**src/design/idll_pkg.sv**
```systemverilog
`default_nettype none
// ----------------------------------------------------------------------------
// idll_pkg: shared types and constants of the indexed doubly linked list
// Action codes, status codes and default sizes.
// ----------------------------------------------------------------------------
package idll_pkg;

	localparam int CAPACITY_DEF   = 16;
	localparam int DATA_WIDTH_DEF = 32;

	typedef enum logic [2:0] {
		ACT_APPEND    = 3'd0,
		ACT_PREPEND   = 3'd1,
		ACT_INSERT    = 3'd2,
		ACT_REMOVE    = 3'd3,
		ACT_READ      = 3'd4,
		ACT_OVERWRITE = 3'd5,
		ACT_SEARCH    = 3'd6,
		ACT_HEAD      = 3'd7
	} action_t;

	typedef enum logic [1:0] {
		ST_OK      = 2'd0,
		ST_INVALID = 2'd1,
		ST_FULL    = 2'd2
	} status_t;

endpackage
`default_nettype wire

```
**src/design/indexed_doubly_linked_list.sv**
```systemverilog
`default_nettype none
// ----------------------------------------------------------------------------
// indexed_doubly_linked_list: doubly linked list held in node memories
// Append, prepend, insert after, remove, read, overwrite, search and head
// report over a fixed pool of nodes with a free chain.
// ----------------------------------------------------------------------------
// Usage:
//   s_axis carries one request per beat: action, node index and value.
//   m_axis returns exactly one result beat per request: status, value,
//   node index and the entry count after the request.
//   Node data, next links and previous links sit in synchronous memories
//   with registered reads; a request reads what it needs, then writes the
//   new or freed node's links and, in a later state, the neighbor links.
//   States from acceptance to result valid: a failed index check or a
//   search or head report on an empty list goes from the read state to the
//   output; read, overwrite, a full status, a failed node check and an append
//   or prepend into an empty list pass the execute state; a head report reads
//   and compares the head node; insert, remove and the other appends and
//   prepends also pass the link write state; a search reads, then compares,
//   per node visited, up to CAPACITY nodes. One request is in flight at a
//   time; s_axis_tready is high in the idle state only, so the next beat is taken in the cycle after the result leaves.
//   While the receiver stalls, hold the result beat and accept nothing new.
//   Reset: the in-use bits, head, tail and count clear at once. The free
//   chain is an untouched high-water mark plus a stack of freed nodes
//   threaded through next links, so no clearing pass is needed.
// ----------------------------------------------------------------------------
module indexed_doubly_linked_list #(
	parameter int CAPACITY   = idll_pkg::CAPACITY_DEF,
	parameter int DATA_WIDTH = idll_pkg::DATA_WIDTH_DEF
) (
	input  wire logic        clk,
	input  wire logic        arst_n,
	input  wire logic        s_axis_tvalid,
	output logic             s_axis_tready,
	// [2:0] action, [7:3] node_index, [39:8] value
	input  wire logic [39:0] s_axis_tdata,
	output logic             m_axis_tvalid,
	input  wire logic        m_axis_tready,
	// [1:0] status, [33:2] value_out, [38:34] index_out, [43:39] entry_count
	output logic [47:0]      m_axis_tdata
);

	localparam int AW = $clog2(CAPACITY);
	localparam int CW = $clog2(CAPACITY + 1);
	localparam int IW = 5;

	// Link values carry AW+1 bits: top bit set means none.
	typedef logic [AW:0] link_t;
	localparam link_t NONE_L = {1'b1, {AW{1'b0}}};

	typedef enum logic [3:0] {
		S_IDLE, S_RD, S_EXEC, S_W2, S_W3, S_SRCH_RD, S_SRCH_CMP, S_OUT
	} state_t;

	// memories
	logic [DATA_WIDTH-1:0] elem_mem [CAPACITY];
	logic [AW-1:0]         next_mem [CAPACITY];
	logic                  next_nil [CAPACITY];
	logic [AW-1:0]         prev_mem [CAPACITY];
	logic                  prev_nil [CAPACITY];

	state_t                state_q;
	logic [CAPACITY-1:0]   in_use_q;
	link_t                 head_q, tail_q, free_q;
	logic [CW-1:0]         hwm_q;      // nodes below this have been handed out once
	logic [CW-1:0]         count_q;
	idll_pkg::action_t     act_q;
	logic [AW-1:0]         idx_q;
	logic [DATA_WIDTH-1:0] val_q;
	link_t                 n_q;        // newly taken node
	link_t                 after_q, before_q;
	link_t                 cur_q;
	logic [CW-1:0]         steps_q;
	logic [1:0]            st_q;
	logic [DATA_WIDTH-1:0] vout_q;
	link_t                 iout_q;
	link_t                 rd_free_next;

	// memory port requests
	logic                  rd_en;
	logic [AW-1:0]         rd_addr;
	logic [DATA_WIDTH-1:0] rd_elem;
	link_t                 rd_next, rd_prev;
	logic                  we_e, we_n, we_p;
	logic [AW-1:0]         wa_e, wa_n, wa_p;
	logic [DATA_WIDTH-1:0] wd_e;
	link_t                 wd_n, wd_p;

	always_ff @(posedge clk) begin
		if (rd_en) begin
			rd_elem <= elem_mem[rd_addr];
			rd_next <= {next_nil[rd_addr], next_mem[rd_addr]};
			rd_prev <= {prev_nil[rd_addr], prev_mem[rd_addr]};
		end
		if (we_e) elem_mem[wa_e] <= wd_e;
		if (we_n) begin
			next_mem[wa_n] <= wd_n[AW-1:0];
			next_nil[wa_n] <= wd_n[AW];
		end
		if (we_p) begin
			prev_mem[wa_p] <= wd_p[AW-1:0];
			prev_nil[wa_p] <= wd_p[AW];
		end
	end

	// input decode
	logic [4:0]            in_idx;
	logic                  in_idx_ok;
	assign in_idx    = s_axis_tdata[7:3];
	assign in_idx_ok = !in_idx[4] && ({27'd0, in_idx} < CAPACITY);

	logic full;
	assign full = free_q[AW] && (hwm_q == CW'(CAPACITY));

	// free node to take: freed stack first, else next untouched node
	link_t take_node;
	assign take_node = !free_q[AW] ? free_q : {1'b0, hwm_q[AW-1:0]};

	assign s_axis_tready = (state_q == S_IDLE);
	assign m_axis_tvalid = (state_q == S_OUT);

	logic [IW-1:0] iout_ext;
	assign iout_ext = iout_q[AW] ? {IW{1'b1}} : IW'(iout_q[AW-1:0]);

	always_comb begin
		m_axis_tdata        = '0;
		m_axis_tdata[1:0]   = st_q;
		m_axis_tdata[33:2]  = 32'(vout_q);
		m_axis_tdata[38:34] = iout_ext;
		m_axis_tdata[43:39] = 5'(count_q);
	end

	// read address and write port control
	always_comb begin
		rd_en   = 1'b0;
		rd_addr = idx_q;
		we_e = 1'b0; wa_e = n_q[AW-1:0]; wd_e = val_q;
		we_n = 1'b0; wa_n = n_q[AW-1:0]; wd_n = NONE_L;
		we_p = 1'b0; wa_p = n_q[AW-1:0]; wd_p = NONE_L;
		case (state_q)
			S_IDLE: begin
				rd_en   = s_axis_tvalid;
				rd_addr = in_idx[AW-1:0];
			end
			S_SRCH_RD: begin
				rd_en   = 1'b1;
				rd_addr = cur_q[AW-1:0];
			end
			S_EXEC: begin
				case (act_q)
					idll_pkg::ACT_APPEND, idll_pkg::ACT_PREPEND: begin
						if (!full) begin
							we_e = 1'b1; wa_e = take_node[AW-1:0];
							we_n = 1'b1; wa_n = take_node[AW-1:0];
							we_p = 1'b1; wa_p = take_node[AW-1:0];
							if (!head_q[AW] && !tail_q[AW]) begin
								if (act_q == idll_pkg::ACT_APPEND) wd_p = tail_q;
								else wd_n = head_q;
							end
						end
					end
					idll_pkg::ACT_INSERT: begin
						if (in_use_q[idx_q] && !full) begin
							we_e = 1'b1; wa_e = take_node[AW-1:0];
							we_n = 1'b1; wa_n = take_node[AW-1:0]; wd_n = rd_next;
							we_p = 1'b1; wa_p = take_node[AW-1:0];
							wd_p = {1'b0, idx_q};
						end
					end
					idll_pkg::ACT_REMOVE: begin
						if (in_use_q[idx_q]) begin
							// push the node on the freed stack
							we_n = 1'b1; wa_n = idx_q; wd_n = free_q;
							we_p = 1'b1; wa_p = idx_q; wd_p = NONE_L;
						end
					end
					idll_pkg::ACT_OVERWRITE: begin
						if (in_use_q[idx_q]) begin
							we_e = 1'b1; wa_e = idx_q;
						end
					end
					default: ;
				endcase
			end
			S_W2: begin
				// neighbor links; for append or prepend, before_q holds the old tail or head
				case (act_q)
					idll_pkg::ACT_APPEND: begin
						we_n = 1'b1; wa_n = before_q[AW-1:0]; wd_n = n_q;
					end
					idll_pkg::ACT_PREPEND: begin
						we_p = 1'b1; wa_p = before_q[AW-1:0]; wd_p = n_q;
					end
					idll_pkg::ACT_INSERT: begin
						we_n = 1'b1; wa_n = idx_q; wd_n = n_q;
						if (!after_q[AW]) begin
							we_p = 1'b1; wa_p = after_q[AW-1:0]; wd_p = n_q;
						end
					end
					idll_pkg::ACT_REMOVE: begin
						if (!before_q[AW]) begin
							we_n = 1'b1; wa_n = before_q[AW-1:0]; wd_n = after_q;
						end
						if (!after_q[AW]) begin
							we_p = 1'b1; wa_p = after_q[AW-1:0]; wd_p = before_q;
						end
					end
					default: ;
				endcase
			end
			default: ;
		endcase
	end

	always_ff @(posedge clk or negedge arst_n) begin
		if (!arst_n) begin
			state_q  <= S_IDLE;
			in_use_q <= '0;
			head_q   <= NONE_L;
			tail_q   <= NONE_L;
			free_q   <= NONE_L;
			hwm_q    <= '0;
			count_q  <= '0;
		end else begin
			case (state_q)
				S_IDLE: begin
					if (s_axis_tvalid) begin
						act_q  <= idll_pkg::action_t'(s_axis_tdata[2:0]);
						idx_q  <= in_idx[AW-1:0];
						val_q  <= s_axis_tdata[8 +: DATA_WIDTH];
						st_q   <= idll_pkg::ST_OK;
						vout_q <= '0;
						iout_q <= NONE_L;
						// an out-of-range index fails every node check
						if (!in_idx_ok) begin
							case (idll_pkg::action_t'(s_axis_tdata[2:0]))
								idll_pkg::ACT_INSERT, idll_pkg::ACT_REMOVE,
								idll_pkg::ACT_READ, idll_pkg::ACT_OVERWRITE:
									st_q <= idll_pkg::ST_INVALID;
								default: ;
							endcase
						end
						state_q <= S_RD;
					end
				end
				S_RD: begin
					// read data lands here; drop to output on a failed index
					if (st_q != idll_pkg::ST_OK) state_q <= S_OUT;
					else if (act_q == idll_pkg::ACT_SEARCH) begin
						cur_q   <= head_q;
						steps_q <= '0;
						state_q <= head_q[AW] ? S_OUT : S_SRCH_RD;
					end else if (act_q == idll_pkg::ACT_HEAD) begin
						if (!head_q[AW]) begin
							idx_q   <= head_q[AW-1:0];
							cur_q   <= head_q;
							iout_q  <= head_q;
							state_q <= S_SRCH_RD;
						end else state_q <= S_OUT;
					end else state_q <= S_EXEC;
				end
				S_SRCH_RD: state_q <= S_SRCH_CMP;
				S_SRCH_CMP: begin
					if (act_q == idll_pkg::ACT_HEAD) begin
						vout_q  <= rd_elem;
						state_q <= S_OUT;
					end else if (rd_elem == val_q) begin
						iout_q  <= cur_q;
						state_q <= S_OUT;
					end else if (rd_next[AW] || (steps_q + 1'b1 == CW'(CAPACITY))) begin
						state_q <= S_OUT;
					end else begin
						cur_q   <= rd_next;
						steps_q <= steps_q + 1'b1;
						state_q <= S_SRCH_RD;
					end
				end
				S_EXEC: begin
					state_q <= S_OUT;
					case (act_q)
						idll_pkg::ACT_APPEND, idll_pkg::ACT_PREPEND,
						idll_pkg::ACT_INSERT: begin
							if (act_q == idll_pkg::ACT_INSERT && !in_use_q[idx_q]) begin
								st_q <= idll_pkg::ST_INVALID;
							end else if (full) begin
								st_q <= idll_pkg::ST_FULL;
							end else begin
								n_q    <= take_node;
								iout_q <= take_node;
								in_use_q[take_node[AW-1:0]] <= 1'b1;
								count_q <= count_q + 1'b1;
								if (!free_q[AW]) free_q <= rd_free_next;
								else hwm_q <= hwm_q + 1'b1;
								after_q  <= rd_next;
								before_q <= (act_q == idll_pkg::ACT_APPEND) ? tail_q : head_q;
								if (act_q == idll_pkg::ACT_INSERT) begin
									if (rd_next[AW]) tail_q <= take_node;
									state_q <= S_W2;
								end else if (head_q[AW] || tail_q[AW]) begin
									head_q <= take_node;
									tail_q <= take_node;
								end else begin
									if (act_q == idll_pkg::ACT_APPEND) tail_q <= take_node;
									else head_q <= take_node;
									state_q <= S_W2;
								end
							end
						end
						idll_pkg::ACT_REMOVE: begin
							if (!in_use_q[idx_q]) st_q <= idll_pkg::ST_INVALID;
							else begin
								vout_q   <= rd_elem;
								iout_q   <= rd_next;
								before_q <= rd_prev;
								after_q  <= rd_next;
								if (rd_prev[AW]) head_q <= rd_next;
								if (rd_next[AW]) tail_q <= rd_prev;
								in_use_q[idx_q] <= 1'b0;
								free_q  <= {1'b0, idx_q};
								count_q <= count_q - 1'b1;
								state_q <= S_W2;
							end
						end
						idll_pkg::ACT_READ, idll_pkg::ACT_OVERWRITE: begin
							if (!in_use_q[idx_q]) st_q <= idll_pkg::ST_INVALID;
							else begin
								vout_q <= rd_elem;
								iout_q <= {1'b0, idx_q};
							end
						end
						default: ;
					endcase
				end
				S_W2: state_q <= S_OUT;
				S_OUT: begin
					if (m_axis_tready) state_q <= S_IDLE;
				end
				default: state_q <= S_IDLE;
			endcase
		end
	end

	// next link of the freed-stack top, fetched in the read cycle
	always_ff @(posedge clk) begin
		if (state_q == S_RD)
			rd_free_next <= {next_nil[free_q[AW-1:0]], next_mem[free_q[AW-1:0]]};
	end

endmodule
`default_nettype wire

```
**config.mk**
```make
export PLATFORM = sky130hd
export DESIGN_NAME = indexed_doubly_linked_list
export DESIGN_NICKNAME = d
export VERILOG_FILES = /design/src/design/idll_pkg.sv /design/src/design/indexed_doubly_linked_list.sv
export SDC_FILE = /design/constraint.sdc
export NUM_CORES = 1
export LEC_CHECK = 0
export ABC_AREA = 1
export BUFFER_PORTS_ARGS = -buffer_cell sky130_fd_sc_hd__buf_2
export CORE_UTILIZATION = 63
export DETAILED_ROUTE_END_ITERATION = 10
export HOLD_SLACK_MARGIN = 0.12
export PLACE_DENSITY = 0.78
export SLEW_MARGIN = 20
export SYNTH_ARGS = -nofsm -noshare
export SYNTH_HDL_FRONTEND = slang
export SYNTH_SLANG_ARGS = --single-unit
export TNS_END_PERCENT = 50
```
**constraint.sdc**
```tcl
create_clock -name clk -period 5.5 [get_ports clk]
set_input_delay 0.825 -clock clk [delete_from_list [all_inputs] [get_ports clk]]
set_output_delay 0.825 -clock clk [all_outputs]
set_load 0.05 [all_outputs]
```
Word-level counts from Yosys, hierarchy flattened:

Memories as Yosys holds them, arrays and structs flattened. A register that Yosys moved wholly into a read port is not among the register bits.
Index checks and enable logic that the tools add are counted.

* memories: 5
* bits in writable memories: 672
* output and inout port bits: 50
* word-level logic and storage cells: 292
* register bits after elaboration: 148
* bits of input ports: 44

* bitwise logic cells: 5
* $lt $le $gt $ge: 5
* equal/unequal tests: 54
* $add $sub $neg: 4
* reductions and logical operators: 45
* mux-type cells: 155

Memories
* elem_mem: words 16, bits a word 32, rd ports 1, clocked after memory_dff 1, wr ports 1, line indexed_doubly_linked_list.sv:56 `logic [DATA_WIDTH-1:0] elem_mem [CAPACITY];`
* next_mem: words 16, bits a word 4, rd ports 2, clocked after memory_dff 2, wr ports 1, line indexed_doubly_linked_list.sv:57 `logic [AW-1:0] next_mem [CAPACITY];`
* prev_mem: words 16, bits a word 4, rd ports 1, clocked after memory_dff 1, wr ports 1, line indexed_doubly_linked_list.sv:59 `logic [AW-1:0] prev_mem [CAPACITY];`
* next_nil: words 16, bits a word 1, rd ports 2, clocked after memory_dff 2, wr ports 1, line indexed_doubly_linked_list.sv:58 `logic next_nil [CAPACITY];`
* prev_nil: words 16, bits a word 1, rd ports 1, clocked after memory_dff 1, wr ports 1, line indexed_doubly_linked_list.sv:60 `logic prev_nil [CAPACITY];`

Operators with widths (number)
* $mux W5: 61
* $mux W32: 4
* $pmux W5 S2: 12
* $pmux W32 S3: 1
* $mux W4: 17
* $mux W16: 3
* $pmux W5 S3: 3
* $ne A2 B2 Y1 const B: 20
* $pmux W4 S2: 5
* $pmux W4 S3: 3
* $eq A32 B32 Y1: 1
* $pmux W16 S2: 1
* $pmux W4 S7: 1
* $ne A3 B3 Y1 const B: 9
* $reduce_and A6 Y1: 4
* $reduce_and A8 Y1: 3
* $pmux W5 S4: 1
* $eq A3 B3 Y1 const B: 6
* $mux W1: 17
* $and A16 B16 Y16: 1
* $mux W2: 8
* $not A16 Y16: 1
* $or A16 B16 Y16: 1
* $add A5 B1 Y5 const B: 3
* other kinds (38): 82

Logic depth before layout (Yosys ltp):

* word-level depth: 9
* mapped depth: 20
* mapped depth without buffers: 19

Least setup slack after synthesis:

OpenSTA, ideal clock, no wires.

* path kind: register -> register
* from: reg act_q[0]
* to: reg vout_q[0], enable pin
* clock period less this slack: 5.092 ns
* buffers on the path: 1
* setup time: 0.513 ns
* setup slack: 0.408 ns
* stages on the path, launching flop included: 9
* data required time: 4.987 ns
* arrival time: 4.579 ns
* path through: edfxtp_1 -> nand2_1 -> inv_1 -> nand2_1 -> buf_2 -> nand2_1 -> inv_1 -> nand2_1 -> nor4b_1

* word-level cells in the longest chain between the ends: 4
* elaborated cells between the ends (all ways): 8
* those cells by class: 6 x eq/ne; 2 x reduce/logical

Ends and longest elaborated chain
* from (decl): line indexed_doubly_linked_list.sv:67 `idll_pkg::action_t act_q;`
* from (signal assigned): line indexed_doubly_linked_list.sv:228 `act_q <= idll_pkg::action_t'(s_axis_tdata[2:0]);`
* $eq A3 B3 Y1 or $eq A3 B2 Y1 (tied branches): line indexed_doubly_linked_list.sv:280 `case (act_q)`
* $reduce_or A3 Y1 (no source line)
* $ne A2 B2 Y1 (no source line)
* $reduce_and A6 Y1 (no source line) *
* to (signal assigned): line indexed_doubly_linked_list.sv:265 `vout_q <= rd_elem;`
* to (signal assigned): line indexed_doubly_linked_list.sv:312 `vout_q <= rd_elem;`
* to (signal assigned): line indexed_doubly_linked_list.sv:327 `vout_q <= rd_elem;`
* to (decl): line indexed_doubly_linked_list.sv:75 `logic [DATA_WIDTH-1:0] vout_q;`

Mark *: on every way between the ends. The rest lies on a longest branch, timed or not.
A chain may end at the register's enable or synchronous reset.

Worst setup path in the final report:

* from: reg act_q[2]
* to: mem elem_mem[7][26] (netlist name), enable pin

* word-level cells in the longest chain between the ends: 6
* elaborated cells between the ends (all ways): 11
* those cells by class: 3 x eq/ne; 6 x mux; 2 x reduce/logical

Ends and longest elaborated chain
* $eq A3 B1 Y1 or $logic_not A3 Y1 (tied branches): line indexed_doubly_linked_list.sv:150 `case (act_q)`
* $reduce_or A2 Y1: line indexed_doubly_linked_list.sv:150
* $pmux W1 S3: line indexed_doubly_linked_list.sv:150
* $mux W1: line indexed_doubly_linked_list.sv:140 `case (state_q)`
* $mux W1: line indexed_doubly_linked_list.sv:95 `if (we_e) elem_mem[wa_e] <= wd_e;`
* $mux W1 (not written as such): line indexed_doubly_linked_list.sv:95
* to (decl): line indexed_doubly_linked_list.sv:56

Parallel ways exist; a longest one is shown, timed or not.

==> results.yml <==
run_status:
  status: "finished, violations left"
  violations: "design-rule violations"
clock_network:
  cts_setup_buffers: 0
  cts_buffers: 86
  clockRootBuffer: "clkbuf_16"
  cts_tree: "yes"
  cts_resized: 0
  clk_pin_slew_ns: 0.06
  htree_levels: 3
  cts_sinks: 865
  clock_latency_ns: 0.64
  clockBufferDepth: 3
  ctsHoldBuffers: 0
worst_setup_path:
  r2r_end: "elem_mem[7][26]"
  r2r_start: "act_q[2]"
  start_kind: "flip-flop"
  cp.arrival_ns: 4.56
  path_class: "flip-flop to flip-flop"
  cp.required_ns: 5.84
  critPathMaxFanout: 24
  cp-end-kind: "flip-flop"
  r2r_cells: 9
  r2r_slack_ns: 1.28
synthesis:
  synth_top_family_by_area: "compound AO/OA/AOI/OAI gates"
  synthAdderAreaFrac_pct: 0.285
  muxShareOfSynthArea_pct: 0
  synth-main-ff-cell: "edfxtp_1"
  ys_warn_count: 0
  ys_seq_elements: 865
  avgSynthCellArea_sq_um: 11.2
  synth_compound_area_share_pct: 14.2
  synth_area_sq_um: 37800
  async_reset_ff_share_pct: 5.09
  synthDistinctLibCells: 50
  synth_edf_count: 821
  synthXorXnorAreaFrac_pct: 0.765
  synth-simple-area-share_pct: 9.63
  netlist_instances: 3372
  yosysSeqAreaShare_pct: 68.1
detailed_routing:
  drc: 14
  vias: 26300
  drt_iter0_markers: 3344
  routed_wl_mm: 97.6
  wire_per_inst_um: 22.9
  firstDrtPassIters: 9
  viasPerCell: 6.16
  antenna_left: 0
min_path:
  min_path_type: "primary input to flip-flop"
  hold_depth: 1
  holdPathEnd: "val_q[13]"
  hp-start: "s_axis_tdata[21]"
cells_and_area:
  mostFrequentLayoutCell: "edfxtp_1"
  final_cell_mix: "edfxtp_1 (821), inv_1 (462), nand2_1 (453), o21ai_0 (434), a21oi_1 (233)"
  diodes: 0
  nets: 3481
  layout-drive-gt1-share_pct: 10.2
  area_growth_pct: 11.0
  fill_cells: 4007
grt:
  grt_pass1_vias: 25200
  grt_usage_pct: 32.5
  grt_pass1_wl_mm: 148
  grt_overflow: 0
  grt_max_degree: 150
  antenna_found_initial: 0
sta:
  slew_headroom_pct: 22.7
  fin_skew_ns: 0.0508
  max_freq_mhz: 237
  report.final.hold_viol_count: 0
  setup-tns-final_ns: 0
  fin_crit_sh_pct: 76.7
  rsz0062_at_grt: "false"
  tightest_slew_ns: 1.16
  drv_slew: 0
  finalCriticalPeriod_ns: 4.22
  finalSetupViolCount: 0
floorplanning:
  initial_core_util_pct: 63.9
  die_area_sq_um: 61000
  coreArea_sq_um: 59100
  fp-row-count: 89
  ios: 94
  die_h_um: 247
  die_x_um: 247
placed_design:
  hpwlAfterDp_mm: 60.7
  port_buffers: 89
  gp_congestion: 1.04
job:
  cap_violations: 0
power:
  power.total_mw: 22.1
  power_density_nw_per_um2: 526
  power.leakage_nw: 15.7
  peakVddDrop_mv: 0.445
==> critical path, stage by stage (launching register included) <==
cell and delay (ns):
edfxtp_1 0.72, nor2_2 0.18, nand2_1 0.28, clkinv_1 0.53
nand3_1 0.29, nand4_1 0.20, nand2_1 0.13, nand3_1 0.31
nor2_4 0.94, buf_4 0.33
==> cell families after synthesis <==
group / after synthesis
and+or+nand+nor: 857
buffers and inverters: 659
other: 1
DFF: 865
adders and majority gates: 8
AOI/OAI and AO/OA: 949
xor gates and xnor gates: 33
==> report_power, final <==
group / internal (mW) / switching, mW / total [mW] / leakage, nW
clock: 3.21 / 2.48 / 5.69 / 1.32
sequential: 8.03 / 0.457 / 8.48 / 8.01
combinational: 2.17 / 5.71 / 7.88 / 6.40
total: 13.4 / 8.65 / 22.1 / 15.7
==> area by class of cell <==
cell class	instances	area [sq um]	share of cell area, %
sequential	865	25800	61.4
multi-input combinational	1851	9600	22.9
clock buffer	112	2300	5.48
inverter	481	1810	4.30
timing repair buffer	144	1100	2.63
tap	773	967	2.30
clock inverter	44	429	1.02
==> sequential cells by signal, indices dropped and copies added (netlist names), 32 cells and up <==
name,count
val_q,32
elem_mem,512
prev_mem,64
rd_elem,32
next_mem,64
vout_q,32
==> through the flow <==
step / hold WS, ns / std cells / area (sq um) / util (%) / setup slack (ns)
global route: 0.324 / 4270 / 42000 / 71.0 / 1.10
global placement: 0.462 / 4105 / 39000 / 66.0 / 1.46
finish: 0.354 / 4270 / 42000 / 71.0 / 1.28
CTS: 0.328 / 4264 / 41800 / 70.7 / 1.36
floorplan: 0.445 / 3375 / 37800 / - / 0.408
detailed placement: 0.467 / 4108 / 39100 / 66.1 / 1.38
==> cells in the mapped netlist, drive strengths merged, types with 3 or more instances <==
| master | number | area (sq um) |
|---|---|---|
| edfxtp | 821 | 24700 |
| o21ai | 480 | 2400 |
| inv | 479 | 1800 |
| nand2 | 464 | 1780 |
| a21oi | 239 | 1210 |
| nor2 | 188 | 786 |
| o211ai | 177 | 1330 |
| nand3 | 165 | 836 |
| buf | 94 | 528 |
| clkbuf | 84 | 315 |
| dfrtp | 41 | 1030 |
| xor2 | 17 | 149 |
| xnor2 | 16 | 140 |
| or2 | 15 | 93.8 |
| o22ai | 13 | 81.3 |
| nor3 | 12 | 65.1 |
| o221ai | 11 | 103 |
| nand4 | 9 | 56.3 |
| a22oi | 7 | 52.6 |
| a31oi | 7 | 43.8 |
| ha | 7 | 87.6 |
| a211oi | 3 | 22.5 |
| a32oi | 3 | 26.3 |
| dfstp | 3 | 78.8 |
==> worst max path at each step <==
stage | to | cells past startpoint | startpoint | slack, ns
global placement | elem_mem[8][16] | 11 | free_q[1] | 1.46
finish | elem_mem[7][26] | 9 | act_q[2] | 1.28
CTS | elem_mem[7][25] | 9 | act_q[2] | 1.36
global route | elem_mem[4][30] | 12 | free_q[1] | 1.10
floorplan | vout_q[0] | 8 | act_q[0] | 0.41
detailed placement | elem_mem[7][25] | 9 | act_q[2] | 1.38
==> per-layer routing <==
layer	global-route usage (%)	vias to the layer above	part of all wire (%)
li1	-	12000	-
met1	44.5	12700	39
met2	52.3	1385	48
met3	5.31	265	8.9
met4	13.1	0	3.8
met5	0	-	0
Note: power is estimated with default switching activity, not from simulation.
